==> src/rtl/wcs_pkg.sv <==
// Shared definitions for the weighted CDF sampler: item kinds, status codes
// and the fixed field widths of the ports. No dependencies.
`timescale 1ns / 1ps

package wcs_pkg;

  localparam int MASK_BITS        = 64;
  localparam int WEIGHT_IN_BITS   = 16;
  localparam int DRAW_BITS        = 32;
  localparam int ENTRY_COUNT_BITS = 12;
  localparam int KIND_BITS        = 2;
  localparam int STATUS_BITS      = 2;

  // The scaling multiply walks the total weight in chunks of this width.
  localparam int CHUNK_BITS = 16;

  localparam logic [KIND_BITS-1:0] KIND_CLEAR  = 2'd0;
  localparam logic [KIND_BITS-1:0] KIND_APPEND = 2'd1;
  localparam logic [KIND_BITS-1:0] KIND_SAMPLE = 2'd2;

  localparam logic [STATUS_BITS-1:0] STATUS_OK    = 2'd0;
  localparam logic [STATUS_BITS-1:0] STATUS_EMPTY = 2'd1;
  localparam logic [STATUS_BITS-1:0] STATUS_FULL  = 2'd2;

endpackage

==> src/rtl/wcs_scale.sv <==
// Multi-cycle scaling unit: target = floor(draw * total / 2^32), exact.
// Depends on wcs_pkg for the draw and chunk widths.
`timescale 1ns / 1ps

module wcs_scale import wcs_pkg::*; #(
  parameter int TOTAL_W = 27
) (
  input  logic                 clk,
  input  logic                 rst,
  input  logic                 start,
  input  logic [DRAW_BITS-1:0] draw,
  input  logic [TOTAL_W-1:0]   total,
  output logic                 done,
  output logic [TOTAL_W-1:0]   target
);

  localparam int NCHUNK = (TOTAL_W + CHUNK_BITS - 1) / CHUNK_BITS;
  localparam int PADW   = NCHUNK * CHUNK_BITS;
  localparam int ACCW   = DRAW_BITS + PADW;
  localparam int IW     = (NCHUNK > 1) ? $clog2(NCHUNK) : 1;

  logic                            run;
  logic [IW-1:0]                   cnt;
  logic [DRAW_BITS-1:0]            draw_r;
  logic [PADW-1:0]                 tot_sh;
  logic [ACCW-1:0]                 acc;
  logic [DRAW_BITS+CHUNK_BITS-1:0] prod;

  // Horner form: the most significant chunk of the total goes first.
  assign prod = draw_r * tot_sh[PADW-1 -: CHUNK_BITS];

  always_ff @(posedge clk) begin
    if (rst) begin
      run  <= 1'b0;
      done <= 1'b0;
      cnt  <= '0;
    end else begin
      done <= run && (cnt == '0);
      if (start) begin
        run <= 1'b1;
        cnt <= IW'(NCHUNK - 1);
      end else if (run) begin
        if (cnt == '0) begin
          run <= 1'b0;
        end else begin
          cnt <= cnt - IW'(1);
        end
      end
    end
  end

  always_ff @(posedge clk) begin
    if (start) begin
      draw_r <= draw;
      tot_sh <= PADW'(total);
      acc    <= '0;
    end else if (run) begin
      acc    <= (acc << CHUNK_BITS) + ACCW'(prod);
      tot_sh <= tot_sh << CHUNK_BITS;
    end
  end

  // The product over 2^32 is always below the total, so it fits its width.
  assign target = acc[DRAW_BITS +: TOTAL_W];

endmodule
==> config.mk <==
export PLATFORM = sky130hd
export DESIGN_NAME = wcs_scale
export DESIGN_NICKNAME = d
export VERILOG_FILES = /design/src/rtl/wcs_pkg.sv /design/src/rtl/wcs_scale.sv
export SDC_FILE = /design/constraint.sdc
export NUM_CORES = 1
export LEC_CHECK = 0
export BUFFER_PORTS_ARGS = -buffer_cell sky130_fd_sc_hd__clkbuf_2
export CORE_MARGIN = 4
export CORE_UTILIZATION = 60
export CTS_CLUSTER_DIAMETER = 60
export CTS_CLUSTER_SIZE = 12
export DETAILED_ROUTE_END_ITERATION = 10
export GPL_TIMING_DRIVEN = 0
export PLACE_DENSITY = 0.9
export SETUP_SLACK_MARGIN = 0.05
export SYNTH_ARGS = -nofsm -noshare
export SYNTH_HDL_FRONTEND = slang
export SYNTH_SLANG_ARGS = --single-unit
export TNS_END_PERCENT = 100
==> constraint.sdc <==
create_clock -name clk -period 7.6 [get_ports clk]
set_input_delay 1.9 -clock clk [delete_from_list [all_inputs] [get_ports clk]]
set_output_delay 1.9 -clock clk [all_outputs]
set_load 0.02 [all_outputs]
Word-level counts from Yosys, hierarchy flattened
Index checks and enable logic that the tools add are counted.

Muxes and demuxes: 8. Equal/unequal tests: 0. Bitwise logic cells: 1. Divide/modulo/power cells: 0. Shift operators: 0. Reduce and logical (&&, ||, !) cells: 2. $lt $le $gt $ge: 0. $mul: 1. Add/subtract/negate cells: 2.

Operators with widths (number): $add 59x48->59 (1); $mux 27 (2); $mul 32x16->48 (1); $mux 1 (6); $reduce_bool 2->1 (1); $logic_and 1x1->1 (1); $not 1->1 (1); $sub 1x1->1 const B (1).

Bits in read-only memories: 0. Latch bits: 0. Bits in writable memories: 0. Word-level logic and storage cells: 21. Flip-flop bits (word level): 126. Input port bits: 62. Output and inout bits: 28. Memories: 0.

Logic depth before layout (Yosys ltp)
Gate-level depths: netlist of the first run.

Depth after elaboration: 4. Depth in mapped cells: 25. Mapped depth without buffers: 23.

Worst setup path before layout of the first run
Ideal clock, no wire load.

Path kind: register to register. Start point: register draw_r[11]. End point: register acc[57]. Slack: 1.121 ns. Library setup time: 0.088 ns. Data required time: 7.512 ns. Cell stages (with the launch flop): 23. Clock period less this slack: 6.479 ns. Arrival: 6.391 ns. Path buffers: 2. Cells stage by stage: edfxtp_1 clkbuf_1 nand2_1 fa_1 fa_1 fa_1 inv_1 fa_1 fa_1 inv_1 fa_1 inv_1 ha_1 buf_4 nand2_1 or3_1 or4_4 a21oi_4 a41oi_4 o32ai_4 o21ai_2 mux2_4 nor4_2.

Cells in the longest elaborated chain, start to end: 2.

RTL lines: from (decl) (line wcs_scale.sv:24) `logic [DRAW_BITS-1:0] draw_r;`; from (signal assigned) (line wcs_scale.sv:54) `draw_r <= draw;`; $mul 32x16->48 (line wcs_scale.sv:30) `assign prod = draw_r * tot_sh[PADW-1 -: CHUNK_BITS];`; $add 59x48->59 (line wcs_scale.sv:58) `acc <= (acc << CHUNK_BITS) + ACCW'(prod);`; to (signal assigned) (line wcs_scale.sv:58); to (decl) (line wcs_scale.sv:26) `logic [ACCW-1:0] acc;`.

No other way between the ends. A chain may end at the register's enable or synchronous reset.

Worst setup path after layout of the first run
Start point: register draw_r[28]. End point: register acc[58].

The elaborated chain is that of the path after synthesis.

==> summary.md, run 1 <==
| Metric | Value |
|---|---|
| Outcome | `finished clean` |
| Global route overflow | `0` |
| Crit path from | `draw_r[28]$_DFFE_PP_` |
| Routed wire per std cell | `22.1 µm` |
| DR vias | `approximately 18000` |
| Die height | `approximately 200 µm` |
| Vias in the first global route | `just under 20000` |
| Crit share post-route | `0.971` |
| Core area | `approximately 0.037 mm²` |
| Final Routed Wirelength | `just under 70000 µm` |
| Top Metal Used | `met4` |
| Port Buffers | `just under 90` |
| # setup viols final | `0` |
| Most used DFF post-synth | `dfxtp_1` |
| Initial antenna violation count | `1` |
| Post-DRT Antenna Nets | `0` |
| Critical Path Stages | `23` |
| Row cnt | `70` |
| DR iter-0 viols | `~1500` |
| Largest net degree at the start of global routing | `37` |
| FF-to-FF Start | `draw_r[28]$_DFFE_PP_` |
| TritonCTS buffer count | `17` |
| Area contributors post-synth | `fa_1 (40%), inv_1 (10%), edfxtp_1 (7.9%)` |
| Most frequent CP cell | `fa_1` |
| Clk root buf | `clkbuf_16` |
| FILL cells | `approximately 2900` |
| Final min period | `between 7 and 8 ns` |
| Most frequent cells in the layout | `inv_1 (602), fa_1 (450), nand2_1 (376)` |
| Vias/cell | `a little under 6` |
| Mapped Avg Cell Area | `9.02 µm²` |
| WP data arrival | `just under 8 ns` |
| Min-delay worst type | `reg -> reg` |
| Cells on Worst Hold Path | `2` |
| R2R Setup Slk | `around 0.22 ns` |
| Number of max-cap violations | `0` |
| DR DRC count | `0` |
| Critical path cell sequence | `clkbuf_4 > nand2_1 > fa_1 > inv_1 > fa_1 > inv_1 > fa_1 > inv_1 > fa_1 > fa_1 > inv_1 > fa_1 > inv_1 > ha_1 > a21oi_1 > nand2_1 > a221o_1 > o31a_1 > o31ai_1 > a21oi_2 > a211oi_4 > nor4_1 > or3_1` |
| DR pass1 iterations | `8` |
| Clock Skew | `between 0.01 and 0.015 ns` |
| Setup Crit Path Kind | `reg -> reg` |
| Fin. Hold Viols | `0` |
| Initial Util | `0.610` |
| Crit path max-delay family | `adder cells` |
| Fin nets | `roughly 3200` |
| Req. time, crit path | `approximately 7.9 ns` |
| Worst-Margin Slew | `~1.2 ns` |
| Htree depth | `4` |
| Die area | `roughly 0.040 mm²` |
| Synth cell types | `65` |
| I/O pins | `90` |
| Reg2reg path depth | `23` |
| Dpl cell area | `between 0.02 and 0.025 mm²` |
| Commonest non-fill, non-tap cell in the layout | `inv_1` |
| Crit-path slowest cell | `fa_1` |
| Post-synth EDFFs | `a little under 60` |
| First-pass GRT wire length | `approximately 110000 µm` |
| Met2 wirelength from detailed routing | `roughly 32000 µm` |
| Type of origin of the critical path | `flop` |
| Met3 routed WL | `6930 µm` |
| Reg2reg end | `acc[58]$_SDFFE_PP0P_` |
| TritonCTS clock tree | `done` |
| Diode count | `0` |
| Post-DP HPWL | `54800 µm` |
| Final count of pins violating max slew | `0` |
| Post-synth net total | `~3100` |
| Fmax | `roughly 0.14 GHz` |
| Design Area, Final | `around 0.024 mm²` |
| Most area-hungry cell type in the Yosys netlist | `fa_1` |
| Placer Congestion | `slightly above 1` |
| Final Hold Slack | `about 0.47 ns` |
| Post-synthesis register bit count | `126` |
| Die width | `between 200 and 250 µm` |
| Layout area overhead | `7.91%` |
| Met1 wire length | `about 24000 µm` |
| Worst slew margin relative to its limit | `0.196` |
| Ys Warns | `0` |
| Register area share after synthesis | `0.139` |
| Share of cells above drive strength 1 | `0.0951` |
| Post-Syn Instances | `around 2500` |
| Mapped cell area | `0.0224 mm²` |
| Worst setup path end | `acc[58]$_SDFFE_PP0P_` |
| Yosys top cell area share | `0.402` |
| Crit path largest cell delay | `0.58 ns` |
| Worst skew pair latency | `roughly 0.45 ns` |
| Total track usage | `0.345` |
| CTS clk-pin slew, worst paths | `0.07 ns` |
| CP endpoint kind | `flop` |
| Clock Path Buffers | `2` |
| Buffers & Inverters on Critical Path | `6` |
| Critical Path Fanout Max | `10` |
| Unrepaired setup endpoints after global routing | `true` |
| Clk sinks | `roughly 130` |
| Ys async rst share | `0` |
per-stage QoR:
stage | instances | utilization | setup WS [ns] | setup TNS (ns)
after floorplan | 2481 | - | 1.12 | 0
after global placement | 3038 | 0.638 | -0.432 | -1.36
after detailed placement | 3038 | 0.638 | -0.558 | -2.68
after CTS | 3072 | 0.655 | 0.0934 | 0
after global routing | 3077 | 0.658 | 0.0332 | 0
final | 3077 | 0.658 | 0.218 | 0
Yosys cell counts (all sizes together), types with 9 or more instances:
cell type and instances:
mux2 14, xnor2 24, ha 136, xor2 18
buf 34, a211oi 10, mux2i 30, o21ai 43
a21oi 62, and3 12, a21o 24, nand3 17
nor2 62, dfxtp 67, fa 450, o22ai 9
inv 603, nand2 376, nand4 15, nor3 10
clkbuf 110, edfxtp 59, and2 212, o21bai 10
cells by family after synthesis:
| family | after synthesis | synth area share |
|---|---|---|
| AOI/OAI and AO/OA | 202 | 0.0598 |
| xor gates and xnor gates | 42 | 0.0164 |
| adders and majority gates | 586 | 0.478 |
| buffers and inverters | 747 | 0.130 |
| DFF | 126 | 0.139 |
| muxes | 44 | 0.0206 |
| and+or+nand+nor | 734 | 0.156 |
registers in the layout (all words and copies together) (netlist names):
name    flops
acc        59
tot_sh     32
cnt         1
done        1
run         1
draw_r     32
layer usage:
| layer | global-route usage | vias to the layer above |
|---|---|---|
| met1 | 0.429 | 8774 |
| met5 | 0 | - |
| met3 | 0.0704 | 321 |
| met4 | 0.209 | 0 |
| met2 | 0.558 | 1124 |
| li1 | - | 7594 |
how the worst min path moves through the flow:
stage / start / endpoint
finish: acc[43]$_SDFFE_PP0P_ / acc[43]$_SDFFE_PP0P_
floorplan: cnt$_SDFFE_PP0P_ / done$_SDFF_PP0_
global route: cnt$_SDFFE_PP0P_ / done$_SDFF_PP0_
CTS: acc[47]$_SDFFE_PP0P_ / acc[47]$_SDFFE_PP0P_
global placement: cnt$_SDFFE_PP0P_ / done$_SDFF_PP0_
detailed placement: acc[47]$_SDFFE_PP0P_ / acc[47]$_SDFFE_PP0P_
repair_timing:
action	4_1_cts	5_1_grt
gates resized for setup	43	60
pin swaps	0	1
setup buffers	3	8
hold buffers	0	0
endpoints found under the setup margin	16	13
gates cloned	0	0
hold endpoints to repair	0	0
worst register-to-register path, cell delays in order (launching register included):
cell      delay, ns
edfxtp_1       0.56
clkbuf_4       0.34
nand2_1        0.11
fa_1           0.58
inv_1          0.07
fa_1           0.53
inv_1          0.05
fa_1           0.51
inv_1          0.06
fa_1           0.47
fa_1           0.53
inv_1          0.05
fa_1           0.52
inv_1          0.06
ha_1           0.43
a21oi_1        0.30
nand2_1        0.12
a221o_1        0.38
o31a_1         0.32
o31ai_1        0.28
a21oi_2        0.16
a211oi_4       0.38
nor4_1         0.08
or3_1          0.37
area by class of cell:
| class | instances | area (µm²) | share of cell area |
|---|---|---|---|
| Buffer | 140 | 728 | 0.0301 |
| Tap cell | 468 | 586 | 0.0242 |
| Multi-Input combinational cell | 1608 | 16400 | 0.678 |
| Timing Repair Buffer | 100 | 528 | 0.0219 |
| Sequential cell | 126 | 3110 | 0.129 |
| Inverter | 603 | 2260 | 0.0937 |
| Clock inverter | 11 | 109 | 0.00451 |
| Clock buffer | 21 | 440 | 0.0182 |
Power of run 1 is not shown: default switching activity piles up to over one toggle a cycle in this logic, so the estimate is an artifact.
==> run 2: changes to the inputs <==
ABC_AREA = 1   (was not set)
==> summary.md, run 2 <==
| Metric | Value |
|---|---|
| Layout area overhead | `6.90%` |
| Most flops, register | `acc` |
| Vias/cell | `5.29 (-8.7%)` |
| Core area | `0.0401 mm² (+9.3%)` |
| Crit path largest cell delay | `0.78 ns (+0.20 ns)` |
| Ys Warns | `0 (unchanged)` |
| Dpl cell area | `0.0257 mm² (+9.9%)` |
| Req. time, crit path | `7.93 ns (about the same)` |
| Fin Setup TNS | `0 ns (unchanged)` |
| Min-delay src | `cnt$_SDFFE_PP0P_` |
| Routed wire per std cell | `18.1 µm (-18%)` |
| Type of origin of the critical path | `flop` |
| Crit-path slowest cell | `clkbuf_1` |
| FF-to-FF Start | `tot_sh[31]$_SDFFE_PP0P_` |
| TritonCTS buffer count | `17 (unchanged)` |
| # setup viols final | `0 (unchanged)` |
| WP data arrival | `7.15 ns (-0.57 ns)` |
| Worst slew margin relative to its limit | `0.196 (about the same)` |
| Post-DP HPWL | `61600 µm (+12%)` |
| Yosys top cell area share | `0.366 (-0.0363)` |
| Post-Layout Cell Count | `4061 (+32%)` |
| Global route overflow | `0 (unchanged)` |
| Port Buffers | `89 (unchanged)` |
| Max reg flops | `59 (unchanged)` |
| Share of cells above drive strength 1 | `0.0605 (-0.0345)` |
| Fin. Hold Viols | `0 (unchanged)` |
| Die width | `211 µm (+4.7%)` |
| DR pass1 iterations | `9 (+1)` |
| Post-Syn Instances | `3413 (+38%)` |
| Min-delay worst type | `reg -> reg` |
| Hold Path Sink | `done$_SDFF_PP0_` |
| Post-CTS Setup Inserts | `0 (-3)` |
| Number of max-cap violations | `0 (unchanged)` |
| Cells on Worst Hold Path | `1 (-1)` |
| Final Routed Wirelength | `73600 µm (+8.3%)` |
| Buffers & Inverters on Critical Path | `6 (unchanged)` |
| Final min period | `6.82 ns (-0.563 ns)` |
| Initial antenna violation count | `1 (unchanged)` |
| Clock Skew | `0.0145 ns (+0.00312 ns)` |
| Largest net degree at the start of global routing | `37 (unchanged)` |
| Synth cell types | `34 (-48%)` |
| Crit share post-route | `0.897 (-0.0741)` |
| Post-cts resize count | `0 (-100%)` |
| DR DRC count | `0 (unchanged)` |
| Htree depth | `4 (unchanged)` |
| Reg2reg path depth | `22 (-4.3%)` |
| Clk sinks | `126 (unchanged)` |
| DR vias | `21500 (+21%)` |
| Reg2reg end | `acc[27]$_SDFFE_PP0P_` |
| Most area-hungry cell type in the Yosys netlist | `fa_1` |
| Die height | `211 µm (+4.7%)` |
| Fmax | `0.147 GHz (+8.3%)` |
| Ys async rst share | `0 (unchanged)` |
| Mapped Avg Cell Area | `7.21 µm² (-20%)` |
| Most frequent cells in the layout | `nand2_1 (1110), inv_1 (1076), fa_1 (450)` |
| Worst-Margin Slew | `1.21 ns (+0.000252 ns)` |
| TritonCTS clock tree | `done` |
| Post-Place Cells | `4028 (+33%)` |
| Initial Util | `0.614 (+0.00367)` |
| I/O pins | `90 (unchanged)` |
| Critical Path Fanout Max | `10 (unchanged)` |
| Post-synth EDFFs | `59 (unchanged)` |
| Placer Congestion | `1.06 (+4.2%)` |
| Post-synthesis register bit count | `126 (unchanged)` |
| Critical path cell sequence | `clkbuf_1 > clkbuf_1 > nand2_1 > inv_1 > fa_1 > fa_1 > fa_1 > fa_1 > fa_1 > inv_1 > fa_1 > inv_1 > ha_1 > nand2_1 > nor2_1 > nand2_1 > inv_1 > nand3_1 > nand3_1 > a21oi_1 > o21ai_0 > o21ai_0` |
| List of most frequent post-synthesis cells | `nand2_1 (1110), inv_1 (1076), fa_1 (450), ha_1 (136), clkbuf_1 (129)` |
| CTS clk-pin slew, worst paths | `0.06 ns (about the same)` |
| CP endpoint kind | `flop` |
| Mapped cell area | `0.0246 mm² (+9.9%)` |
| Hold-fix buffers at CTS | `0 (unchanged)` |
| Unrepaired setup endpoints after global routing | `false` |
| First-pass GRT wire length | `117000 µm (+9.7%)` |
| Outcome | `finished clean` |
| Worst skew pair latency | `0.47 ns (+0.02 ns)` |
| Biggest regs | `acc (59), draw_r (32), tot_sh (32)` |
| Register area share after synthesis | `0.127 (-0.0126)` |
| Setup Crit Path Kind | `reg -> reg` |
| Clk root buf | `clkbuf_16` |
| Commonest non-fill, non-tap cell in the layout | `nand2_1` |
| DR iter-0 viols | `2212 (+44%)` |
| Crit path max-delay family | `adder cells` |
| Row cnt | `73 (+4.3%)` |
| Final count of pins violating max slew | `0 (unchanged)` |
| Vias in the first global route | `22000 (+14%)` |
| Top-count cell post-synth | `nand2_1` |
| Area contributors post-synth | `fa_1 (37%), nand2_1 (17%), inv_1 (16%)` |
| Clock Path Buffers | `2 (unchanged)` |
| Post-DRT Antenna Nets | `0 (unchanged)` |
| Die area | `0.0443 mm² (+9.5%)` |
| Fin nets | `4170 (+29%)` |
| Most frequent CP cell | `fa_1` |
| Most used DFF post-synth | `dfxtp_1` |
| Design Area, Final | `0.0263 mm² (+8.9%)` |
| Post-synth net total | `4061 (+30%)` |
| Total track usage | `0.343 (-0.00154)` |
| R2R Setup Slk | `0.78 ns (+0.56 ns)` |
| Final core occ | `0.656 (-0.00226)` |
-- run 2: cells by family (layout without fill, tap and decap cells) --
logic type               Yosys count  after routing  share of synthesized area
XOR/XNOR                           1              1                   0.000356
buffers and inverters           1247           1369                      0.195
adder cells (fa/ha/maj)          586            586                      0.435
AO/OA/AOI/OAI                    115            115                     0.0255
AND/OR/NAND/NOR                 1338           1338                      0.218
other                              0              1                          0
flip-flops                       126            126                      0.127
-- run 2: metal layers --
layer	global-route usage	part of all wire
met1	0.423	0.36
met5	0	0
met2	0.546	0.45
met3	0.0854	0.12
met4	0.212	0.075
-- run 2: cell type report --
| type | count | area [µm²] |
|---|---|---|
| Fill cell | 3210 | 13800 |
| Tap cell | 525 | 657 |
| Clock inverter | 13 | 129 |
| Inverter | 1087 | 4080 |
| Sequential cell | 126 | 3110 |
| Clock buffer | 19 | 443 |
| Buffer | 160 | 708 |
| Antenna cell | 1 | 2.50 |
| Multi-Input combinational cell | 2040 | 16700 |
| Timing Repair Buffer | 90 | 465 |
-- run 2: worst max-delay path by stage --
stage	cells after the start	startpoint	slack (ns)	to
after floorplan	26	draw_r[27]$_DFFE_PP_	2.17	acc[57]$_SDFFE_PP0P_
after global placement	22	tot_sh[31]$_SDFFE_PP0P_	0.95	acc[27]$_SDFFE_PP0P_
after detailed placement	24	tot_sh[24]$_DFFE_PP_	0.98	acc[27]$_SDFFE_PP0P_
after CTS	22	tot_sh[31]$_SDFFE_PP0P_	0.94	acc[27]$_SDFFE_PP0P_
after global routing	24	tot_sh[31]$_SDFFE_PP0P_	0.49	acc[53]$_SDFFE_PP0P_
final	22	tot_sh[31]$_SDFFE_PP0P_	0.78	acc[27]$_SDFFE_PP0P_
-- run 2: metrics by stage --
stage                     hold WS (ns)  setup slack, ns
after global placement           0.411            0.950
final                            0.429            0.781
after floorplan                  0.399             2.17
after detailed placement         0.413            0.984
after global routing             0.435            0.491
after CTS                        0.426            0.937
Power of run 2 is left out for the same reason.
